## config.mk

```make
export PLATFORM = sky130hd
export DESIGN_NAME = adc_code_to_voltage_ascii_unit
export DESIGN_NICKNAME = d
export VERILOG_FILES = /design/src/hdl/adcv_pkg.sv /design/src/hdl/adcv_front.sv /design/src/hdl/adcv_queue.sv /design/src/hdl/adcv_back.sv /design/src/hdl/adc_code_to_voltage_ascii_unit.sv
export SDC_FILE = /design/constraint.sdc
export NUM_CORES = 1
export LEC_CHECK = 0
export BUFFER_PORTS_ARGS = -buffer_cell sky130_fd_sc_hd__clkbuf_2
export CORE_UTILIZATION = 35
export DETAILED_ROUTE_END_ITERATION = 6
export SYNTH_ARGS = -nofsm -noshare
export SYNTH_HDL_FRONTEND = slang
export SYNTH_SLANG_ARGS = --single-unit
```

## constraint.sdc

```tcl
create_clock -name clk -period 8.3 [get_ports clk]
set_input_delay 2.075 -clock clk [delete_from_list [all_inputs] [get_ports clk]]
set_output_delay 2.075 -clock clk [all_outputs]
set_load 0.01 [all_outputs]
```

## src/hdl/adcv_pkg.sv

```systemverilog
// ----------------------------------------------------------------------------
// adcv_pkg: shared types and constants for the converter-to-ASCII unit
// Digit bundle type, line byte codes, scaling constants and the digit helper.
// ----------------------------------------------------------------------------
package adcv_pkg;

	localparam int CODE_W = 12;
	localparam int REF_W = 14;
	localparam int PROD_W = CODE_W + REF_W;
	localparam int MV_W = 14;
	localparam int DIGIT_W = 4;
	localparam int BYTE_W = 8;
	localparam int IDX_W = 4;
	localparam int QUEUE_DEPTH = 4;

	localparam logic [REF_W-1:0] REF_RESET = 14'd3300;
	localparam logic [CODE_W-1:0] FULL_SCALE = 12'd4095;
	localparam logic [MV_W-1:0] MV_MAX = 14'd9999;

	localparam logic [IDX_W-1:0] IDX_VOLTS = 4'd0;
	localparam logic [IDX_W-1:0] IDX_POINT = 4'd1;
	localparam logic [IDX_W-1:0] IDX_HUND = 4'd2;
	localparam logic [IDX_W-1:0] IDX_TENS = 4'd3;
	localparam logic [IDX_W-1:0] IDX_UNITS = 4'd4;
	localparam logic [IDX_W-1:0] IDX_SPACE = 4'd5;
	localparam logic [IDX_W-1:0] IDX_UNIT_V = 4'd6;
	localparam logic [IDX_W-1:0] IDX_CR = 4'd7;
	localparam logic [IDX_W-1:0] IDX_LF = 4'd8;

	localparam logic [BYTE_W-1:0] CHAR_ZERO = 8'h30;
	localparam logic [BYTE_W-1:0] CHAR_POINT = 8'h2E;
	localparam logic [BYTE_W-1:0] CHAR_SPACE = 8'h20;
	localparam logic [BYTE_W-1:0] CHAR_V = 8'h56;
	localparam logic [BYTE_W-1:0] CHAR_CR = 8'h0D;
	localparam logic [BYTE_W-1:0] CHAR_LF = 8'h0A;

	typedef struct packed {
		logic [DIGIT_W-1:0] volts;
		logic [DIGIT_W-1:0] hund;
		logic [DIGIT_W-1:0] tens;
		logic [DIGIT_W-1:0] units;
	} digits_t;

	function automatic logic [DIGIT_W-1:0] digit_of(input logic [MV_W-1:0] value,
			input logic [MV_W-1:0] unit);
		logic [DIGIT_W-1:0] d;
		d = '0;
		for (int k = 1; k <= 9; k++) begin
			if (value >= MV_W'(k) * unit) begin
				d = DIGIT_W'(k);
			end
		end
		return d;
	endfunction

endpackage

```

## src/hdl/adcv_front.sv

```systemverilog
// ----------------------------------------------------------------------------
// adcv_front: sample scaling and digit split
// Multiply by the reference, divide by full scale, saturate, split into digits.
// ----------------------------------------------------------------------------
module adcv_front
	import adcv_pkg::*;
(
	input  logic              clk,
	input  logic              arst_n,
	input  logic              in_valid,
	output logic              in_ready,
	input  logic [CODE_W-1:0] in_code,
	input  logic [REF_W-1:0]  ref_mv,
	output logic              push,
	input  logic              push_ready,
	output digits_t           push_data
);

	logic              v_s1, v_s2, v_s3, v_s4;
	logic              rdy1, rdy2, rdy3, rdy4;
	logic [PROD_W-1:0] prod_s1;
	logic [MV_W-1:0]   mv_s2;
	logic [DIGIT_W-1:0] d3_s3;
	logic [9:0]        rem_s3;
	logic [DIGIT_W-1:0] d3_s4, d2_s4;
	logic [6:0]        rem_s4;

	logic [MV_W-1:0]   q0;
	logic [14:0]       r0;
	logic [2:0]        q1;
	logic [12:0]       r1;
	logic [MV_W:0]     quot;
	logic [MV_W-1:0]   mv_next;
	logic [DIGIT_W-1:0] d3_next, d2_next, d1_next;
	logic [MV_W-1:0]   rem3_full, rem4_full, rem5_full;

	assign rdy4 = !v_s4 || push_ready;
	assign rdy3 = !v_s3 || rdy4;
	assign rdy2 = !v_s2 || rdy3;
	assign rdy1 = !v_s1 || rdy2;
	assign in_ready = rdy1;

	// divide by 4095: fold the high part back in twice, then one correction
	always_comb begin
		q0 = prod_s1[PROD_W-1:CODE_W];
		r0 = 15'(prod_s1[CODE_W-1:0]) + 15'(q0);
		q1 = r0[14:12];
		r1 = 13'(r0[11:0]) + 13'(q1);
		quot = 15'(q0) + 15'(q1) + 15'(r1 >= 13'(FULL_SCALE));
		mv_next = (quot > 15'(MV_MAX)) ? MV_MAX : quot[MV_W-1:0];
	end

	always_comb begin
		d3_next = digit_of(mv_s2, 14'd1000);
		rem3_full = mv_s2 - MV_W'(d3_next) * 14'd1000;
		d2_next = digit_of(MV_W'(rem_s3), 14'd100);
		rem4_full = MV_W'(rem_s3) - MV_W'(d2_next) * 14'd100;
		d1_next = digit_of(MV_W'(rem_s4), 14'd10);
		rem5_full = MV_W'(rem_s4) - MV_W'(d1_next) * 14'd10;
	end

	always_ff @(posedge clk or negedge arst_n) begin
		if (!arst_n) begin
			v_s1 <= 1'b0;
			v_s2 <= 1'b0;
			v_s3 <= 1'b0;
			v_s4 <= 1'b0;
		end else begin
			if (rdy1) v_s1 <= in_valid;
			if (rdy2) v_s2 <= v_s1;
			if (rdy3) v_s3 <= v_s2;
			if (rdy4) v_s4 <= v_s3;
		end
	end

	always_ff @(posedge clk) begin
		if (rdy1 && in_valid) begin
			prod_s1 <= PROD_W'(in_code) * PROD_W'(ref_mv);
		end
		if (rdy2 && v_s1) begin
			mv_s2 <= mv_next;
		end
		if (rdy3 && v_s2) begin
			d3_s3 <= d3_next;
			rem_s3 <= rem3_full[9:0];
		end
		if (rdy4 && v_s3) begin
			d3_s4 <= d3_s3;
			d2_s4 <= d2_next;
			rem_s4 <= rem4_full[6:0];
		end
	end

	assign push = v_s4 && push_ready;
	assign push_data = '{volts: d3_s4, hund: d2_s4, tens: d1_next,
		units: rem5_full[DIGIT_W-1:0]};

endmodule

```

## src/hdl/adcv_queue.sv

```systemverilog
// ----------------------------------------------------------------------------
// adcv_queue: short digit queue
// Holds converted digit sets between the scaling pipeline and the serializer.
// ----------------------------------------------------------------------------
module adcv_queue
	import adcv_pkg::*;
#(
	parameter int DEPTH = QUEUE_DEPTH
) (
	input  logic    clk,
	input  logic    arst_n,
	input  logic    push,
	output logic    push_ready,
	input  digits_t push_data,
	input  logic    pop,
	output logic    head_valid,
	output digits_t head_data
);

	localparam int PTR_W = (DEPTH > 1) ? $clog2(DEPTH) : 1;
	localparam int CNT_W = $clog2(DEPTH + 1);

	digits_t            mem_q [DEPTH];
	logic [PTR_W-1:0]   wr_ptr_q, rd_ptr_q;
	logic [CNT_W-1:0]   count_q;
	logic               do_pop;

	assign push_ready = (count_q != CNT_W'(DEPTH));
	assign head_valid = (count_q != '0);
	assign head_data = mem_q[rd_ptr_q];
	assign do_pop = pop && head_valid;

	always_ff @(posedge clk or negedge arst_n) begin
		if (!arst_n) begin
			wr_ptr_q <= '0;
			rd_ptr_q <= '0;
			count_q <= '0;
		end else begin
			if (push) begin
				wr_ptr_q <= (wr_ptr_q == PTR_W'(DEPTH - 1)) ? '0 : wr_ptr_q + 1'b1;
			end
			if (do_pop) begin
				rd_ptr_q <= (rd_ptr_q == PTR_W'(DEPTH - 1)) ? '0 : rd_ptr_q + 1'b1;
			end
			if (push && !do_pop) begin
				count_q <= count_q + 1'b1;
			end else if (do_pop && !push) begin
				count_q <= count_q - 1'b1;
			end
		end
	end

	always_ff @(posedge clk) begin
		if (push) begin
			mem_q[wr_ptr_q] <= push_data;
		end
	end

endmodule

```

## src/hdl/adcv_back.sv

```systemverilog
// ----------------------------------------------------------------------------
// adcv_back: line serializer
// Emits the nine ASCII bytes of one voltage line through an output register.
// ----------------------------------------------------------------------------
module adcv_back
	import adcv_pkg::*;
(
	input  logic              clk,
	input  logic              arst_n,
	input  logic              head_valid,
	input  digits_t           head_data,
	output logic              pop,
	output logic              out_valid,
	input  logic              out_ready,
	output logic [BYTE_W-1:0] out_byte,
	output logic              out_last
);

	logic [IDX_W-1:0]  idx_q;
	logic              valid_q;
	logic [BYTE_W-1:0] byte_q;
	logic              last_q;
	logic              load;
	logic [BYTE_W-1:0] char_next;

	assign load = head_valid && (!valid_q || out_ready);
	assign pop = load && (idx_q == IDX_LF);

	always_comb begin
		unique case (idx_q)
			IDX_VOLTS:  char_next = CHAR_ZERO + BYTE_W'(head_data.volts);
			IDX_POINT:  char_next = CHAR_POINT;
			IDX_HUND:   char_next = CHAR_ZERO + BYTE_W'(head_data.hund);
			IDX_TENS:   char_next = CHAR_ZERO + BYTE_W'(head_data.tens);
			IDX_UNITS:  char_next = CHAR_ZERO + BYTE_W'(head_data.units);
			IDX_SPACE:  char_next = CHAR_SPACE;
			IDX_UNIT_V: char_next = CHAR_V;
			IDX_CR:     char_next = CHAR_CR;
			IDX_LF:     char_next = CHAR_LF;
			default:    char_next = CHAR_LF;
		endcase
	end

	always_ff @(posedge clk or negedge arst_n) begin
		if (!arst_n) begin
			idx_q <= IDX_VOLTS;
			valid_q <= 1'b0;
		end else begin
			if (load) begin
				valid_q <= 1'b1;
				idx_q <= (idx_q == IDX_LF) ? IDX_VOLTS : idx_q + 1'b1;
			end else if (out_ready) begin
				valid_q <= 1'b0;
			end
		end
	end

	always_ff @(posedge clk) begin
		if (load) begin
			byte_q <= char_next;
			last_q <= (idx_q == IDX_LF);
		end
	end

	assign out_valid = valid_q;
	assign out_byte = byte_q;
	assign out_last = last_q;

`ifndef SYNTH
	a_last_is_lf: assert property (@(posedge clk) disable iff (!arst_n)
		valid_q && last_q |-> byte_q == CHAR_LF)
		else $error("line end byte is not LF");
	a_idx_range: assert property (@(posedge clk) disable iff (!arst_n)
		idx_q <= IDX_LF)
		else $error("byte index out of range");
	a_pop_restart: assert property (@(posedge clk) disable iff (!arst_n)
		pop |=> idx_q == IDX_VOLTS && valid_q && last_q)
		else $error("pop without line end");
`endif

endmodule

```

## src/hdl/adc_code_to_voltage_ascii_unit.sv

```systemverilog
// ----------------------------------------------------------------------------
// adc_code_to_voltage_ascii_unit: converter sample to ASCII voltage line
// Scales a 12-bit sample to millivolts and streams "d.ddd V\r\n" per sample.
// ----------------------------------------------------------------------------
// Each accepted sample yields nine bytes, one per cycle while m_tready is held
// high, with tlast on the line feed. Scaling runs in a four-stage pipeline
// ahead of a small digit queue, and new samples are taken while an earlier
// line is still being sent. Values above 9999 mV read as 9.999 V. The
// reference register resets to 3300; the user must write it only while the
// unit is idle, as the unit itself does not enforce this.
module adc_code_to_voltage_ascii_unit
	import adcv_pkg::*;
#(
	parameter int DEPTH = QUEUE_DEPTH
) (
	input  logic        clk,
	input  logic        arst_n,
	input  logic        s_tvalid,
	output logic        s_tready,
	input  logic [15:0] s_tdata,   // [11:0] adc_code
	output logic        m_tvalid,
	input  logic        m_tready,
	output logic [7:0]  m_tdata,   // [7:0] text_byte
	output logic        m_tlast,
	input  logic        cfg_valid,
	output logic        cfg_ready,
	input  logic [15:0] cfg_data   // [13:0] reference_millivolts
);

	logic [REF_W-1:0] ref_q;
	logic             push, push_ready, head_valid, pop;
	digits_t          push_data, head_data;

	assign cfg_ready = 1'b1;

	always_ff @(posedge clk or negedge arst_n) begin
		if (!arst_n) begin
			ref_q <= REF_RESET;
		end else if (cfg_valid && cfg_ready) begin
			ref_q <= cfg_data[REF_W-1:0];
		end
	end

	adcv_front u_front (
		.clk        (clk),
		.arst_n     (arst_n),
		.in_valid   (s_tvalid),
		.in_ready   (s_tready),
		.in_code    (s_tdata[CODE_W-1:0]),
		.ref_mv     (ref_q),
		.push       (push),
		.push_ready (push_ready),
		.push_data  (push_data)
	);

	adcv_queue #(.DEPTH(DEPTH)) u_queue (
		.clk        (clk),
		.arst_n     (arst_n),
		.push       (push),
		.push_ready (push_ready),
		.push_data  (push_data),
		.pop        (pop),
		.head_valid (head_valid),
		.head_data  (head_data)
	);

	adcv_back u_back (
		.clk        (clk),
		.arst_n     (arst_n),
		.head_valid (head_valid),
		.head_data  (head_data),
		.pop        (pop),
		.out_valid  (m_tvalid),
		.out_ready  (m_tready),
		.out_byte   (m_tdata),
		.out_last   (m_tlast)
	);

endmodule

```

==> metrics.csv <==
stage,metric,value,unit
status,outcome,"complete, no violations",
hold_path,min_path_type,reg2reg,
clock_network,clock_latency,450,ps
synth,yosysMostFrequentCell,inv_1,
worst_setup_path,cp_data_required_time,8490,ps
sta,tightest_slew,1180,ps
detailed_routing,totalWireLength,27700,microns
synth,synth_nets,1595,
detailed_routing,detail-route-antenna-nets,0,
sta,fin_crit,7180,ps
worst_setup_path,cp-start-kind,primary input,
clock_network,post_cts_resized,0,
worst_setup_path,slowest_delay,540,ps
worst_setup_path,crit_buf_inv,4,
worst_setup_path,crit_family,adder cells,
worst_setup_path,cpMostUsedCell,fa_1,
detailed_routing,routedWlPerCell,14.8,microns
floorplanning,die_y,203,microns
sta,max_freq,0.139,GHz
cells_and_area,diodes,0,
clock_network,cts_tree,built,
synth,synthTopCellsByCount,"inv_1 (178), nand2_1 (170), edfxtp_1 (141)",
worst_setup_path,slowest_stage,fa_1,
detailed_routing,drt_iter0_markers,475,
synth,yosys_warnings,0,
synth,synthTopCellsByArea,"edfxtp_1 (30%), fa_1 (18%), ha_1 (9.7%)",
clock_network,post_cts_buffers,0,
floorplanning,start_util,35.5,%
sta,slew_viol_final,0,
global_routing,grt_pass1_wl,46700,microns
floorplanning,coreArea,39800,sq um
worst_setup_path,setup.worst_path.end_class,flop,
global_routing,grt_pass1_vias,9265,
synth,syn_area,14200,sq um
synth,synth_edf_count,141,
floorplanning,die_x,203,microns
cells_and_area,drive_gt1_share,10.2,%
placement,dp.final_hpwl,21300,microns
synth,synth_async_sr_flop_share,17.5,%
worst_setup_path,crit_arrival,7360,ps
synth,syn_inst,1318,
sta,maxSlewHeadroom,21.1,%
sta,fin_skew,13.3,ps
placement,gp_congestion,0.837,
floorplanning,pin_count,49,
sta,post-route-period-util,86.5,%
detailed_routing,drcViolationCount,0,
synth,synth_seq_cells,171,
worst_setup_path,path_cells,clkbuf_2 > nand2_1 > fa_1 > fa_1 > inv_1 > fa_1 > inv_1 > fa_1 > inv_1 > fa_1 > ha_1 > a21oi_1 > nor2b_1 > or4_1 > a31o_1 > and2_4 > a2111oi_2 > o21bai_1 > a21oi_1 > xnor2_1,
clock_network,htreeDepth,4,
synth,synthFlopType,edfxtp_1,
sta,setup_violations,0,
worst_setup_path,critPathMaxFanout,14,
floorplanning,num_rows,73,
global_routing,overflow,0,
placement,port_buffers,40,
job,maxCapViolCount,0,
synth,avgSynthCellArea,10.7,sq um
sta,hold_viol,0,
cells_and_area,syn_to_final_growth,9.52,%
synth,synth.distinct_cells,80,
detailed_routing,vias,9312,
floorplanning,design.die.area,41200,sq um
detailed_routing,post_drt_via_cell_ratio,4.98,
cells_and_area,nNetsFinal,1609,
synth,seq_area_frac_synth,35.3,%
clock_network,cts_inserted_buffers,17,
global_routing,grt_max_degree,31,
clock_network,clk_path_buf_depth,2,
global_routing,grt_antenna_before_repair,0,
clock_network,cts.reportedPaths.clkPinSlew,70,ps
sta,rsz0062_at_grt,no,
clock_network,cts_hold_repair.buffers,0,
clock_network,clk_root_buffer_cell,clkbuf_16,
global_routing,track_usage,14.1,%
clock_network,numClockSinks,171,
synth,synth.largest_area_cell,edfxtp_1,
sta,finalSetupTns,0,ps
synth,synth_top_area_share,29.9,%
cells_and_area,fill_cells,3895,
worst_setup_path,worstSetupPathType,in2reg,
detailed_routing,drt_pass1_iterations,5,
==> layout by cell type (no fill, tap or decap), types with 20 or more instances in the layout <==
cell type and instances:
fa_1 130, edfxtp_1 141, clkbuf_2 40, ha_1 110
a21o_1 20, dfrtp_1 24, and2_1 61, nand2_1 170
inv_1 178, o21ai_0 38, xnor2_1 45, nand3_1 21
a21oi_1 49, nor2_1 52
==> state kept, by name, indices dropped and copies added (netlist names) <==
| register | cells |
|---|---|
| u_front.rem_s3 | 10 |
| u_front.d3_s4 | 4 |
| u_front.v_s4 | 1 |
| u_queue.count_q | 3 |
| u_back.idx_q | 4 |
| u_front.v_s3 | 1 |
| u_queue.wr_ptr_q | 2 |
| u_front.v_s1 | 1 |
| u_queue.rd_ptr_q | 2 |
| u_front.d2_s4 | 4 |
| ref_q | 14 |
| u_front.v_s2 | 1 |
| u_front.d3_s3 | 4 |
| u_back.out_last | 1 |
| u_queue.mem_q | 64 |
| u_back.out_valid | 1 |
| u_front.rem_s4 | 7 |
| u_front.mv_s2 | 14 |
| u_front.prod_s1 | 26 |
| u_back.out_byte | 7 |
==> metal layers <==
| metal | GRT usage, % | wire length [microns] | vias to the layer above |
|---|---|---|---|
| li1 | - | - | 4468 |
| met1 | 19.2 | 13100 | 4667 |
| met2 | 23.4 | 13500 | 159 |
| met3 | 2.05 | 838 | 18 |
| met4 | 3.97 | 241 | 0 |
| met5 | 0 | 0 | - |
==> final cells by class <==
| class | count | area (sq um) | area share (%) |
|---|---|---|---|
| sequential | 171 | 4990 | 32.2 |
| timing repair buffer | 43 | 223 | 1.44 |
| multi-input combinational | 919 | 8290 | 53.5 |
| clock inverter | 14 | 224 | 1.45 |
| clock buffer | 18 | 439 | 2.83 |
| tap | 525 | 657 | 4.24 |
| inverter | 180 | 676 | 4.36 |
==> logic make-up (layout without fill, tap and decap cells) <==
family / count (synthesis) / count (layout) / synth area share [%]
AND/OR/NAND/NOR: 383 / 383 / 13.0
adder cells (fa/ha/maj): 243 / 243 / 28.3
buffers and inverters: 228 / 255 / 6.15
AO/OA/AOI/OAI: 194 / 194 / 9.25
flip-flops: 171 / 171 / 35.3
XOR/XNOR: 63 / 63 / 3.90
multiplexers: 34 / 34 / 4.08
other: 2 / 2 / 0.0531
==> stage by stage <==
stage	instance area, sq um	setup slack [ps]	utilization (%)	hold slack (ps)	cells
6_report	15500	1120	38.9	421	1870
5_1_grt	15500	795	38.9	426	1870
4_1_cts	15500	1120	38.9	422	1870
3_5_place_dp	14800	641	37.3	405	1838
3_3_place_gp	14800	687	37.3	403	1838
2_1_floorplan	14200	956	-	400	1318
==> worst register-to-register path, stage by stage (launching register included) <==
cell      delay, ps
edfxtp_1        400
ha_1            250
fa_1            420
a21o_1          210
a21oi_1         250
nor2b_1          70
o21ai_0         340
a211oi_1        180
o21a_1          200
nor2_1          150
o21ai_0         220
xor2_1          200
ha_1            260
and2_1          150
maj3_1          360
o22ai_1         180
nand3_1         100
a211o_1         270
fa_1            360
inv_1           130
ha_1            230
and3_1          170
a21oi_1          80
and2_1          280
o31a_1          270
o211a_4         180
a211o_1         310
==> final timing paths <==
check | from | endpoint | slack [ps] | cells past startpoint
setup / recovery | s_tdata[11] | u_front.prod_s1[25]$_DFFE_PP_ | 1120 | 20
hold / removal | u_front.d3_s3[3]$_DFFE_PP_ | u_front.d3_s4[3]$_DFFE_PP_ | 420 | 0
setup reg to reg | u_front.prod_s1[12]$_DFFE_PP_ | u_front.mv_s2[2]$_SDFFCE_PN1P_ | 1850 | 26
hold reg to reg | u_front.d3_s3[3]$_DFFE_PP_ | u_front.d3_s4[3]$_DFFE_PP_ | 420 | 0
max in group asynchronous | arst_n | ref_q[13]$_DFFE_PN0P_ | 5950 | 1
min in group asynchronous | arst_n | u_front.v_s1$_DFFE_PN0N_ | 1740 | 1
Power is not shown: default switching activity piles up to over one toggle a cycle in this logic, so the estimate is an artifact.
